--- src/hw/rtl/tsp_pkg.sv ---
// Shared types and constants of the TCP timestamp option parser.
`default_nettype none
package tsp_pkg;

  // Parse phases
  localparam logic [2:0] PH_KIND = 3'd0;
  localparam logic [2:0] PH_LEN  = 3'd1;
  localparam logic [2:0] PH_SKIP = 3'd2;
  localparam logic [2:0] PH_TS   = 3'd3;
  localparam logic [2:0] PH_DONE = 3'd4;

  // Result status codes
  localparam logic [2:0] ST_FOUND  = 3'd0;
  localparam logic [2:0] ST_EOL    = 3'd1;
  localparam logic [2:0] ST_BADLEN = 3'd2;
  localparam logic [2:0] ST_TRUNC  = 3'd3;
  localparam logic [2:0] ST_LIMIT  = 3'd4;
  localparam logic [2:0] ST_NONE   = 3'd5;

  // Option kinds and lengths
  localparam logic [7:0] KIND_EOL = 8'd0;
  localparam logic [7:0] KIND_NOP = 8'd1;
  localparam logic [7:0] KIND_TS  = 8'd8;
  localparam logic [7:0] LEN_TS   = 8'd10;
  localparam logic [7:0] LEN_MIN  = 8'd2;
  localparam logic [3:0] TS_BYTES = 4'd8;

  localparam logic [5:0] LIMIT_RESET = 6'd10;

  typedef struct packed {
    logic [7:0] opt_byte;
    logic       first_byte;
    logic       last_byte;
    logic       no_options;
  } item_t;

  typedef struct packed {
    logic        found;
    logic [2:0]  status;
    logic [31:0] ts_value;
    logic [31:0] ts_echo_reply;
  } result_t;

endpackage
`default_nettype wire

--- src/hw/rtl/tsp_in_if.sv ---
// Option byte request channel.
`default_nettype none
interface tsp_in_if;
  logic       valid;
  logic       ready;
  logic [7:0] opt_byte;
  logic       first_byte;
  logic       last_byte;
  logic       no_options;

  modport source (output valid, opt_byte, first_byte, last_byte, no_options, input ready);
  modport sink   (input valid, opt_byte, first_byte, last_byte, no_options, output ready);
endinterface
`default_nettype wire

--- src/hw/rtl/tsp_out_if.sv ---
// Parse result request channel.
`default_nettype none
interface tsp_out_if;
  logic        valid;
  logic        ready;
  logic        found;
  logic [2:0]  status;
  logic [31:0] ts_value;
  logic [31:0] ts_echo_reply;

  modport source (output valid, found, status, ts_value, ts_echo_reply, input ready);
  modport sink   (input valid, found, status, ts_value, ts_echo_reply, output ready);
endinterface
`default_nettype wire

--- src/hw/rtl/tsp_cfg_if.sv ---
// Option limit register write channel.
`default_nettype none
interface tsp_cfg_if;
  logic       valid;
  logic       ready;
  logic [5:0] data;

  modport source (output valid, data, input ready);
  modport sink   (input valid, data, output ready);
endinterface
`default_nettype wire

--- src/hw/rtl/tsp_in_stage.sv ---
// Input register stage for option byte requests.
`default_nettype none
module tsp_in_stage (
  input  wire logic          clk_i,
  input  wire logic          rst_ni,
  tsp_in_if.sink             in_i,
  input  wire logic          take_i,
  output tsp_pkg::item_t     item_o,
  output logic               valid_o
);

  logic           valid_q;
  tsp_pkg::item_t item_q;

  // Free when empty or when the held request moves on this cycle
  assign in_i.ready = !valid_q || take_i;

  always_ff @(posedge clk_i or negedge rst_ni) begin
    if (!rst_ni) begin
      valid_q <= 1'b0;
    end else if (in_i.ready) begin
      valid_q <= in_i.valid;
    end
  end

  always_ff @(posedge clk_i) begin
    if (in_i.ready && in_i.valid) begin
      item_q <= '{opt_byte:   in_i.opt_byte,
                  first_byte: in_i.first_byte,
                  last_byte:  in_i.last_byte,
                  no_options: in_i.no_options};
    end
  end

  assign item_o  = item_q;
  assign valid_o = valid_q;

endmodule
`default_nettype wire

--- src/hw/rtl/tsp_parse_core.sv ---
// Option walk state and per-byte next-state and result logic.
`default_nettype none
module tsp_parse_core (
  input  wire logic             clk_i,
  input  wire logic             rst_ni,
  input  wire logic             take_i,
  input  wire tsp_pkg::item_t   item_i,
  input  wire logic [5:0]       limit_i,
  output logic                  res_valid_o,
  output tsp_pkg::result_t      res_o
);

  logic [2:0]  phase_q, phase_d;
  logic [5:0]  seen_q, seen_d;
  logic [7:0]  skip_q, skip_d;
  logic        kind_ts_q, kind_ts_d;
  logic [63:0] tsh_q, tsh_d;
  logic [3:0]  tcnt_q, tcnt_d;

  // Byte step
  always_comb begin
    logic [2:0] st;
    logic       open;
    logic [5:0] seen_inc;
    logic [3:0] tcnt_inc;
    logic [7:0] b;

    b        = item_i.opt_byte;
    st       = tsp_pkg::ST_NONE;
    open     = 1'b1;
    phase_d  = phase_q;
    seen_d   = seen_q;
    skip_d   = skip_q;
    kind_ts_d = kind_ts_q;
    tsh_d    = tsh_q;
    tcnt_d   = tcnt_q;

    // A first mark restarts the walk
    if (item_i.first_byte) begin
      phase_d   = tsp_pkg::PH_KIND;
      seen_d    = '0;
      skip_d    = '0;
      kind_ts_d = 1'b0;
      tsh_d     = '0;
      tcnt_d    = '0;
    end

    seen_inc = seen_d + 6'd1;
    tcnt_inc = tcnt_d + 4'd1;

    unique case (phase_d)
      tsp_pkg::PH_KIND: begin
        if (seen_d >= limit_i) begin
          st = tsp_pkg::ST_LIMIT; open = 1'b0;
        end else if (b == tsp_pkg::KIND_EOL) begin
          st = tsp_pkg::ST_EOL; open = 1'b0;
        end else if (b == tsp_pkg::KIND_NOP) begin
          seen_d = seen_inc;
          if (seen_inc >= limit_i) begin
            st = tsp_pkg::ST_LIMIT; open = 1'b0;
          end
        end else begin
          kind_ts_d = (b == tsp_pkg::KIND_TS);
          phase_d   = tsp_pkg::PH_LEN;
        end
      end
      tsp_pkg::PH_LEN: begin
        if (b < tsp_pkg::LEN_MIN) begin
          st = tsp_pkg::ST_BADLEN; open = 1'b0;
        end else if (kind_ts_d && b == tsp_pkg::LEN_TS) begin
          tsh_d   = '0;
          tcnt_d  = '0;
          phase_d = tsp_pkg::PH_TS;
        end else begin
          skip_d = b - tsp_pkg::LEN_MIN;
          if (skip_d == 8'd0) begin
            seen_d  = seen_inc;
            phase_d = tsp_pkg::PH_KIND;
            if (seen_inc >= limit_i) begin
              st = tsp_pkg::ST_LIMIT; open = 1'b0;
            end
          end else begin
            phase_d = tsp_pkg::PH_SKIP;
          end
        end
      end
      tsp_pkg::PH_SKIP: begin
        skip_d = skip_d - 8'd1;
        if (skip_d == 8'd0) begin
          seen_d  = seen_inc;
          phase_d = tsp_pkg::PH_KIND;
          if (seen_inc >= limit_i) begin
            st = tsp_pkg::ST_LIMIT; open = 1'b0;
          end
        end
      end
      tsp_pkg::PH_TS: begin
        tsh_d  = {tsh_d[55:0], b};
        tcnt_d = tcnt_inc;
        if (tcnt_inc >= tsp_pkg::TS_BYTES) begin
          st = tsp_pkg::ST_FOUND; open = 1'b0;
        end
      end
      default: begin
        // Outcome already given: drop the byte
        open = 1'b0;
        st   = tsp_pkg::ST_NONE;
      end
    endcase

    // Region ends with the walk still open
    if (phase_d != tsp_pkg::PH_DONE || phase_q != tsp_pkg::PH_DONE || item_i.first_byte) begin
      if (open && item_i.last_byte) begin
        st   = (phase_d == tsp_pkg::PH_KIND) ? tsp_pkg::ST_NONE : tsp_pkg::ST_TRUNC;
        open = 1'b0;
      end
    end

    res_valid_o = 1'b0;
    if (item_i.no_options) begin
      res_valid_o = take_i;
      st          = tsp_pkg::ST_NONE;
    end else if (!open && !(phase_q == tsp_pkg::PH_DONE && !item_i.first_byte)) begin
      res_valid_o = take_i;
      phase_d     = tsp_pkg::PH_DONE;
    end

    res_o.found         = (st == tsp_pkg::ST_FOUND);
    res_o.status        = st;
    res_o.ts_value      = (st == tsp_pkg::ST_FOUND) ? tsh_d[63:32] : 32'd0;
    res_o.ts_echo_reply = (st == tsp_pkg::ST_FOUND) ? tsh_d[31:0]  : 32'd0;

    // Segment closes
    if (item_i.no_options || item_i.last_byte) begin
      phase_d   = tsp_pkg::PH_KIND;
      seen_d    = '0;
      skip_d    = '0;
      kind_ts_d = 1'b0;
      tsh_d     = '0;
      tcnt_d    = '0;
    end
  end

  always_ff @(posedge clk_i or negedge rst_ni) begin
    if (!rst_ni) begin
      phase_q   <= tsp_pkg::PH_KIND;
      seen_q    <= '0;
      skip_q    <= '0;
      kind_ts_q <= 1'b0;
      tsh_q     <= '0;
      tcnt_q    <= '0;
    end else if (take_i) begin
      phase_q   <= phase_d;
      seen_q    <= seen_d;
      skip_q    <= skip_d;
      kind_ts_q <= kind_ts_d;
      tsh_q     <= tsh_d;
      tcnt_q    <= tcnt_d;
    end
  end

endmodule
`default_nettype wire

--- src/hw/rtl/tsp_out_stage.sv ---
// Result register driving the result channel.
`default_nettype none
module tsp_out_stage (
  input  wire logic             clk_i,
  input  wire logic             rst_ni,
  input  wire logic             res_valid_i,
  input  wire tsp_pkg::result_t res_i,
  output logic                  space_o,
  tsp_out_if.source             out_o
);

  logic             valid_q;
  tsp_pkg::result_t res_q;

  // Room for a new result when empty or draining this cycle
  assign space_o = !valid_q || out_o.ready;

  always_ff @(posedge clk_i or negedge rst_ni) begin
    if (!rst_ni) begin
      valid_q <= 1'b0;
    end else if (space_o) begin
      valid_q <= res_valid_i;
    end
  end

  always_ff @(posedge clk_i) begin
    if (space_o && res_valid_i) begin
      res_q <= res_i;
    end
  end

  assign out_o.valid         = valid_q;
  assign out_o.found         = res_q.found;
  assign out_o.status        = res_q.status;
  assign out_o.ts_value      = res_q.ts_value;
  assign out_o.ts_echo_reply = res_q.ts_echo_reply;

endmodule
`default_nettype wire

--- src/hw/rtl/tcp_timestamp_option_parser.sv ---
// Top level: TCP timestamp option parser, one option byte per request.
// A result is registered at the edge that takes its deciding byte from the input register.
// One byte per cycle unless stalled; input register, one step of parse logic, result register.
// A stalled result register holds the byte stage; bytes without a result still wait for room.
// Reset clears the walk state, both stage valids and sets the option limit to 10.
`default_nettype none
module tcp_timestamp_option_parser (
  input  wire logic clk_i,
  input  wire logic rst_ni,
  tsp_in_if.sink    in_i,
  tsp_cfg_if.sink   cfg_i,
  tsp_out_if.source out_o
);

  logic [5:0]       limit_q;
  logic             s1_valid;
  tsp_pkg::item_t   s1_item;
  logic             space;
  logic             take;
  logic             res_valid;
  tsp_pkg::result_t res;

  // Option limit register
  assign cfg_i.ready = 1'b1;
  always_ff @(posedge clk_i or negedge rst_ni) begin
    if (!rst_ni) begin
      limit_q <= tsp_pkg::LIMIT_RESET;
    end else if (cfg_i.valid) begin
      limit_q <= cfg_i.data;
    end
  end

  assign take = s1_valid && space;

  tsp_in_stage u_in (
    .clk_i   (clk_i),
    .rst_ni  (rst_ni),
    .in_i    (in_i),
    .take_i  (take),
    .item_o  (s1_item),
    .valid_o (s1_valid)
  );

  tsp_parse_core u_core (
    .clk_i       (clk_i),
    .rst_ni      (rst_ni),
    .take_i      (take),
    .item_i      (s1_item),
    .limit_i     (limit_q),
    .res_valid_o (res_valid),
    .res_o       (res)
  );

  tsp_out_stage u_out (
    .clk_i       (clk_i),
    .rst_ni      (rst_ni),
    .res_valid_i (res_valid),
    .res_i       (res),
    .space_o     (space),
    .out_o       (out_o)
  );

  // Timestamp words are zero unless found
  a_words_zero: assert property (@(posedge clk_i) disable iff (!rst_ni)
    out_o.valid && !out_o.found |-> out_o.ts_value == 32'd0 && out_o.ts_echo_reply == 32'd0)
    else $error("timestamp words nonzero without found");

  // A held byte with a stalled result blocks new requests
  a_backpressure: assert property (@(posedge clk_i) disable iff (!rst_ni)
    s1_valid && out_o.valid && !out_o.ready |-> !in_i.ready)
    else $error("byte accepted while stage blocked");

  // A result is produced only for a byte that moved on
  a_res_on_take: assert property (@(posedge clk_i) disable iff (!rst_ni)
    res_valid |-> take)
    else $error("result without byte handoff");

endmodule
`default_nettype wire
--- src/flat_wrapper.sv ---
// flat-port wrapper written by rule: the top's interface ports become plain ports
module tcp_timestamp_option_parser_flat 
  (clk_i, rst_ni, in_i_valid, in_i_opt_byte, in_i_first_byte, in_i_last_byte, in_i_no_options, in_i_ready, cfg_i_valid, cfg_i_data, cfg_i_ready, out_o_valid, out_o_found, out_o_status, out_o_ts_value, out_o_ts_echo_reply, out_o_ready);
  tsp_in_if in_i_i ();
  tsp_cfg_if cfg_i_i ();
  tsp_out_if out_o_i ();
  input  wire logic clk_i;
  input  wire logic rst_ni;
  input wire logic [$bits(in_i_i.valid)-1:0] in_i_valid;
  input wire logic [$bits(in_i_i.opt_byte)-1:0] in_i_opt_byte;
  input wire logic [$bits(in_i_i.first_byte)-1:0] in_i_first_byte;
  input wire logic [$bits(in_i_i.last_byte)-1:0] in_i_last_byte;
  input wire logic [$bits(in_i_i.no_options)-1:0] in_i_no_options;
  output wire logic [$bits(in_i_i.ready)-1:0] in_i_ready;
  input wire logic [$bits(cfg_i_i.valid)-1:0] cfg_i_valid;
  input wire logic [$bits(cfg_i_i.data)-1:0] cfg_i_data;
  output wire logic [$bits(cfg_i_i.ready)-1:0] cfg_i_ready;
  output wire logic [$bits(out_o_i.valid)-1:0] out_o_valid;
  output wire logic [$bits(out_o_i.found)-1:0] out_o_found;
  output wire logic [$bits(out_o_i.status)-1:0] out_o_status;
  output wire logic [$bits(out_o_i.ts_value)-1:0] out_o_ts_value;
  output wire logic [$bits(out_o_i.ts_echo_reply)-1:0] out_o_ts_echo_reply;
  input wire logic [$bits(out_o_i.ready)-1:0] out_o_ready;
  assign in_i_i.valid = in_i_valid;
  assign in_i_i.opt_byte = in_i_opt_byte;
  assign in_i_i.first_byte = in_i_first_byte;
  assign in_i_i.last_byte = in_i_last_byte;
  assign in_i_i.no_options = in_i_no_options;
  assign in_i_ready = in_i_i.ready;
  assign cfg_i_i.valid = cfg_i_valid;
  assign cfg_i_i.data = cfg_i_data;
  assign cfg_i_ready = cfg_i_i.ready;
  assign out_o_valid = out_o_i.valid;
  assign out_o_found = out_o_i.found;
  assign out_o_status = out_o_i.status;
  assign out_o_ts_value = out_o_i.ts_value;
  assign out_o_ts_echo_reply = out_o_i.ts_echo_reply;
  assign out_o_i.ready = out_o_ready;
  tcp_timestamp_option_parser u_core (.clk_i(clk_i), .rst_ni(rst_ni), .in_i(in_i_i), .cfg_i(cfg_i_i), .out_o(out_o_i));
endmodule
--- config.mk ---
export PLATFORM = sky130hd
export DESIGN_NAME = tcp_timestamp_option_parser_flat
export DESIGN_NICKNAME = d
export VERILOG_FILES = /design/src/hw/rtl/tsp_pkg.sv /design/src/hw/rtl/tsp_in_if.sv /design/src/hw/rtl/tsp_out_if.sv /design/src/hw/rtl/tsp_cfg_if.sv /design/src/hw/rtl/tsp_in_stage.sv /design/src/hw/rtl/tsp_parse_core.sv /design/src/hw/rtl/tsp_out_stage.sv /design/src/hw/rtl/tcp_timestamp_option_parser.sv /design/src/flat_wrapper.sv
export SDC_FILE = /design/constraint.sdc
export NUM_CORES = 1
export LEC_CHECK = 0
export ABC_AREA = 1
export BUFFER_PORTS_ARGS = -buffer_cell sky130_fd_sc_hd__buf_2
export CORE_MARGIN = 2
export CORE_UTILIZATION = 48
export DETAILED_ROUTE_END_ITERATION = 7
export PLACE_DENSITY_LB_ADDON = 0.3
export SLEW_MARGIN = 20
export SYNTH_ARGS = -nofsm -noshare
export SYNTH_HDL_FRONTEND = slang
export SYNTH_SLANG_ARGS = --single-unit
export TNS_END_PERCENT = 10
--- constraint.sdc ---
create_clock -name clk_i -period 17.5 [get_ports clk_i]
set_input_delay 0.875 -clock clk_i [delete_from_list [all_inputs] [get_ports clk_i]]
set_output_delay 0.875 -clock clk_i [all_outputs]
set_load 0.01 [all_outputs]
==> results.yml <==
run_status:
  run_status: "finished, final reports clean"
route:
  ant_nets: 0
  wire_per_inst_um: 15.0
  drtIter0Drc: 686
  drc: 0
  drt-vias-per-instance: 5.15
  drt-pass1-iter-count: 5
  finalWirelength_mm: 21.3
  vias: 7332
power_and_ir_drop:
  p_int_w: 0.000677
  p_seq_frac: 0.495
  p_switching_w: 0.000270
  swShare: 0.285
  p_per_area_mw_per_mm2: 89.2
  clkPwrFrac: 0.371
  p_leak_nw: 4.30
  combPwrFrac: 0.135
  peakVddDrop_v: 0.0000712
global_routing:
  grt.total_usage: 0.212
  grt_antenna_before_repair: 0
  grt_max_degree: 79
  grt_pass1_vias: 6908
  gr-total-overflow: 0
  grt_pass1_wl_mm: 34.7
timing:
  fin_crit_ns: 4.95
  rsz0062_at_grt: "false"
  fin_crit_sh: 0.283
  fin_ws_ns: 12.55
  hold_violations: 0
  fin_worst_skew_ns: 0.00748
  max_freq_mhz: 202
  slew_headroom: 0.323
  setup_violations: 0
  worst_slew_pin_slew_ns: 1.01
  setup_tns_ns: 0
  maxSlewViolCount: 0
synth:
  synth.cell_area_sq_mm: 0.00950
  avgSynthCellArea_sq_um: 8.84
  netlist_instances: 1075
  postSynth.asyncResetShare: 0.543
  synth_seq_cells: 173
  ys_warn_count: 0
  synth_flop_cell: "dfrtp_1"
  synth_enable_flop_cells: 79
  synth_cell_types: 49
  ys_seq_area_frac: 0.497
  synth_fp_nets: 1114
worst_setup_path:
  cp-end-kind: "register"
  cp.required_ns: 17.64
  startpoint: "u_core.u_in.item_o[2]"
  worst_path_largest_cell_delay_ns: 0.89
  start_kind: "register"
  cp_top_family: "buffers and inverters"
  reg2regPathDepth: 19
  reg2reg_from: "u_core.u_in.item_o[2]"
  crit_arrival_ns: 5.08
  critPathMaxFanout: 71
  crit_top_cell: "nand3_1"
  r2r_slack_ns: 12.55
  worst-path-buf-inv: 5
  crit_type: "reg -> reg"
  crit_path_top_delay_cell: "buf_4"
  worstPathCellList: "buf_4, inv_6, nand2_1, inv_1, nand3_1, xor2_1, inv_1, ha_1, nand2_1, o21a_1, nand3_1, nand3_1, a21oi_1, nand3_1, nand3_2, nand2_2, nand3_4, buf_4, nor2_1"
  reg2reg_to: "u_core.u_out.out_o.ts_value[10]"
floorplanning:
  die_w_um: 145
  core-area_sq_mm: 0.0195
  dieHeight_um: 145
  initial_utilization: 0.488
  num_rows: 51
  die_area_sq_mm: 0.0209
  io_pins: 93
clocking:
  cts-buffers-inserted: 17
  postCtsResizedCells: 0
  clk_latency_ns: 0.42
  post_cts_buffers: 0
  cts-root-buf: "clkbuf_16"
  cts_tree: "built"
  postCtsHoldBufs: 0
  clkTransAtPathRegs_ns: 0.07
  cts_buffer_depth: 2
  clock-sinks: 173
  htree_levels: 4
placed_design:
  dp_slack_ns: 12.57
  dp.cells: 1392
  gp_congestion: 0.924
  io_buffers: 91
  hpwl_mm: 14.2
run:
  drv_cap: 0
worst_hold_path:
  hp-class: "in -> async"
finish:
  instances_no_fill: 1424
  syn2layout_area_growth_pct: 11.7
  layout-drive-gt1-share: 0.189
  nets: 1185
  diodes: 0
power by group through the flow:
| stage | Clock [W] | Combinational, W | Sequential [W] |
|---|---|---|---|
| after detailed placement | 0 | 0.000128 | 0.000477 |
| after CTS | 0.000359 | 0.000129 | 0.000469 |
| final | 0.000351 | 0.000127 | 0.000468 |
| after floorplan | 0 | 0.0000694 | 0.000489 |
| after global routing | 0.000373 | 0.000142 | 0.000471 |
| after global placement | 0 | 0.000128 | 0.000477 |
cell type report:
cell class | count | area, sq um
clock buffer | 19 | 433
multi-input combinational | 600 | 3520
clock inverter | 13 | 106
sequential | 173 | 4730
fill | 1747 | 8850
inverter | 253 | 955
tap | 265 | 332
timing repair buffer | 101 | 537
state kept, by name, indices dropped and copies added, names as in the netlist, 4 cells and up:
| name | flops |
|---|---|
| u_core.u_out.out_o.ts_echo_reply | 32 |
| u_core.u_core.tcnt_q | 4 |
| u_core.u_core.tsh_q | 64 |
| u_core.u_core.skip_q | 8 |
| u_core.limit_q | 6 |
| u_core.u_out.out_o.ts_value | 32 |
| u_core.u_in.item_o | 11 |
| u_core.u_core.seen_q | 6 |
cells by family after synthesis:
| logic type | Yosys count | synth area share |
|---|---|---|
| mux | 1 | 0.00118 |
| xor+xnor | 7 | 0.00645 |
| fa+ha+maj | 17 | 0.0224 |
| buf+inv | 302 | 0.134 |
| flops | 173 | 0.497 |
| other cells | 1 | 0.000395 |
| compound gates | 203 | 0.134 |
| simple gates | 371 | 0.205 |
cells in the mapped netlist (9+ instances only):
cell type | instances | area (sq um)
inv_1 | 243 | 912
clkbuf_1 | 32 | 120
dfrtp_1 | 92 | 2300
o22ai_1 | 116 | 726
ha_1 | 17 | 213
nand2_2 | 9 | 56.3
nand3_1 | 32 | 160
a21oi_1 | 16 | 80.1
nor2_1 | 110 | 413
edfxtp_1 | 79 | 2370
o21ai_0 | 40 | 200
nor2_4 | 51 | 574
nand2_1 | 138 | 518
layout by cell type (no fill, tap or decap), types with 2 or more instances in the layout:
cell type / n
nand4_1: 8
buf_2: 90
clkinv_1: 3
a21o_1: 2
buf_4: 10
o21ai_0: 40
nor3_1: 8
clkbuf_16: 17
clkinv_4: 2
nand3_1: 32
clkinvlp_4: 3
inv_1: 242
nor2_4: 52
nor2_1: 109
nand2_2: 10
o22ai_1: 116
nand2_4: 3
clkbuf_1: 2
a31oi_1: 2
ha_1: 17
o221ai_1: 6
a32o_1: 7
o211ai_1: 3
edfxtp_1: 79
a21oi_1: 16
a22o_1: 2
xor2_1: 6
inv_6: 5
inv_8: 2
dfrtp_1: 92
nand2_1: 137
nor2_2: 5
inv_2: 8
o32ai_1: 3
dfstp_2: 2
layer usage:
layer / global-route usage / vias to the layer above / part of all wire
met5: 0 / - / 0
li1: - / 3633 / -
met3: 0.0332 / 28 / 0.044
met2: 0.352 / 204 / 0.50
met4: 0.0766 / 0 / 0.019
met1: 0.284 / 3467 / 0.44
worst max path at each step:
stage / end / slack (ns) / cells after the start
floorplan: u_core.u_out.out_o.found / 11.38 / 19
global placement: u_core.u_out.out_o.ts_value[14] / 12.66 / 19
detailed placement: u_core.u_out.out_o.ts_value[11] / 12.57 / 19
CTS: u_core.u_out.out_o.ts_value[11] / 12.56 / 19
global route: u_core.u_out.out_o.ts_value[10] / 12.01 / 20
finish: u_core.u_out.out_o.ts_value[10] / 12.55 / 19
metrics by stage:
step | hold slack [ns] | total power, W | instance area [sq um] | utilization
3_3_place_gp | 0.465 | 0.000605 | 10100 | 0.517
4_1_cts | 0.301 | 0.000957 | 10600 | 0.545
5_1_grt | 0.303 | 0.000986 | 10600 | 0.545
2_1_floorplan | 0.449 | 0.000558 | 9500 | -
3_5_place_dp | 0.466 | 0.000605 | 10100 | 0.517
6_report | 0.307 | 0.000947 | 10600 | 0.545
Power figures use the tool's default switching activity.
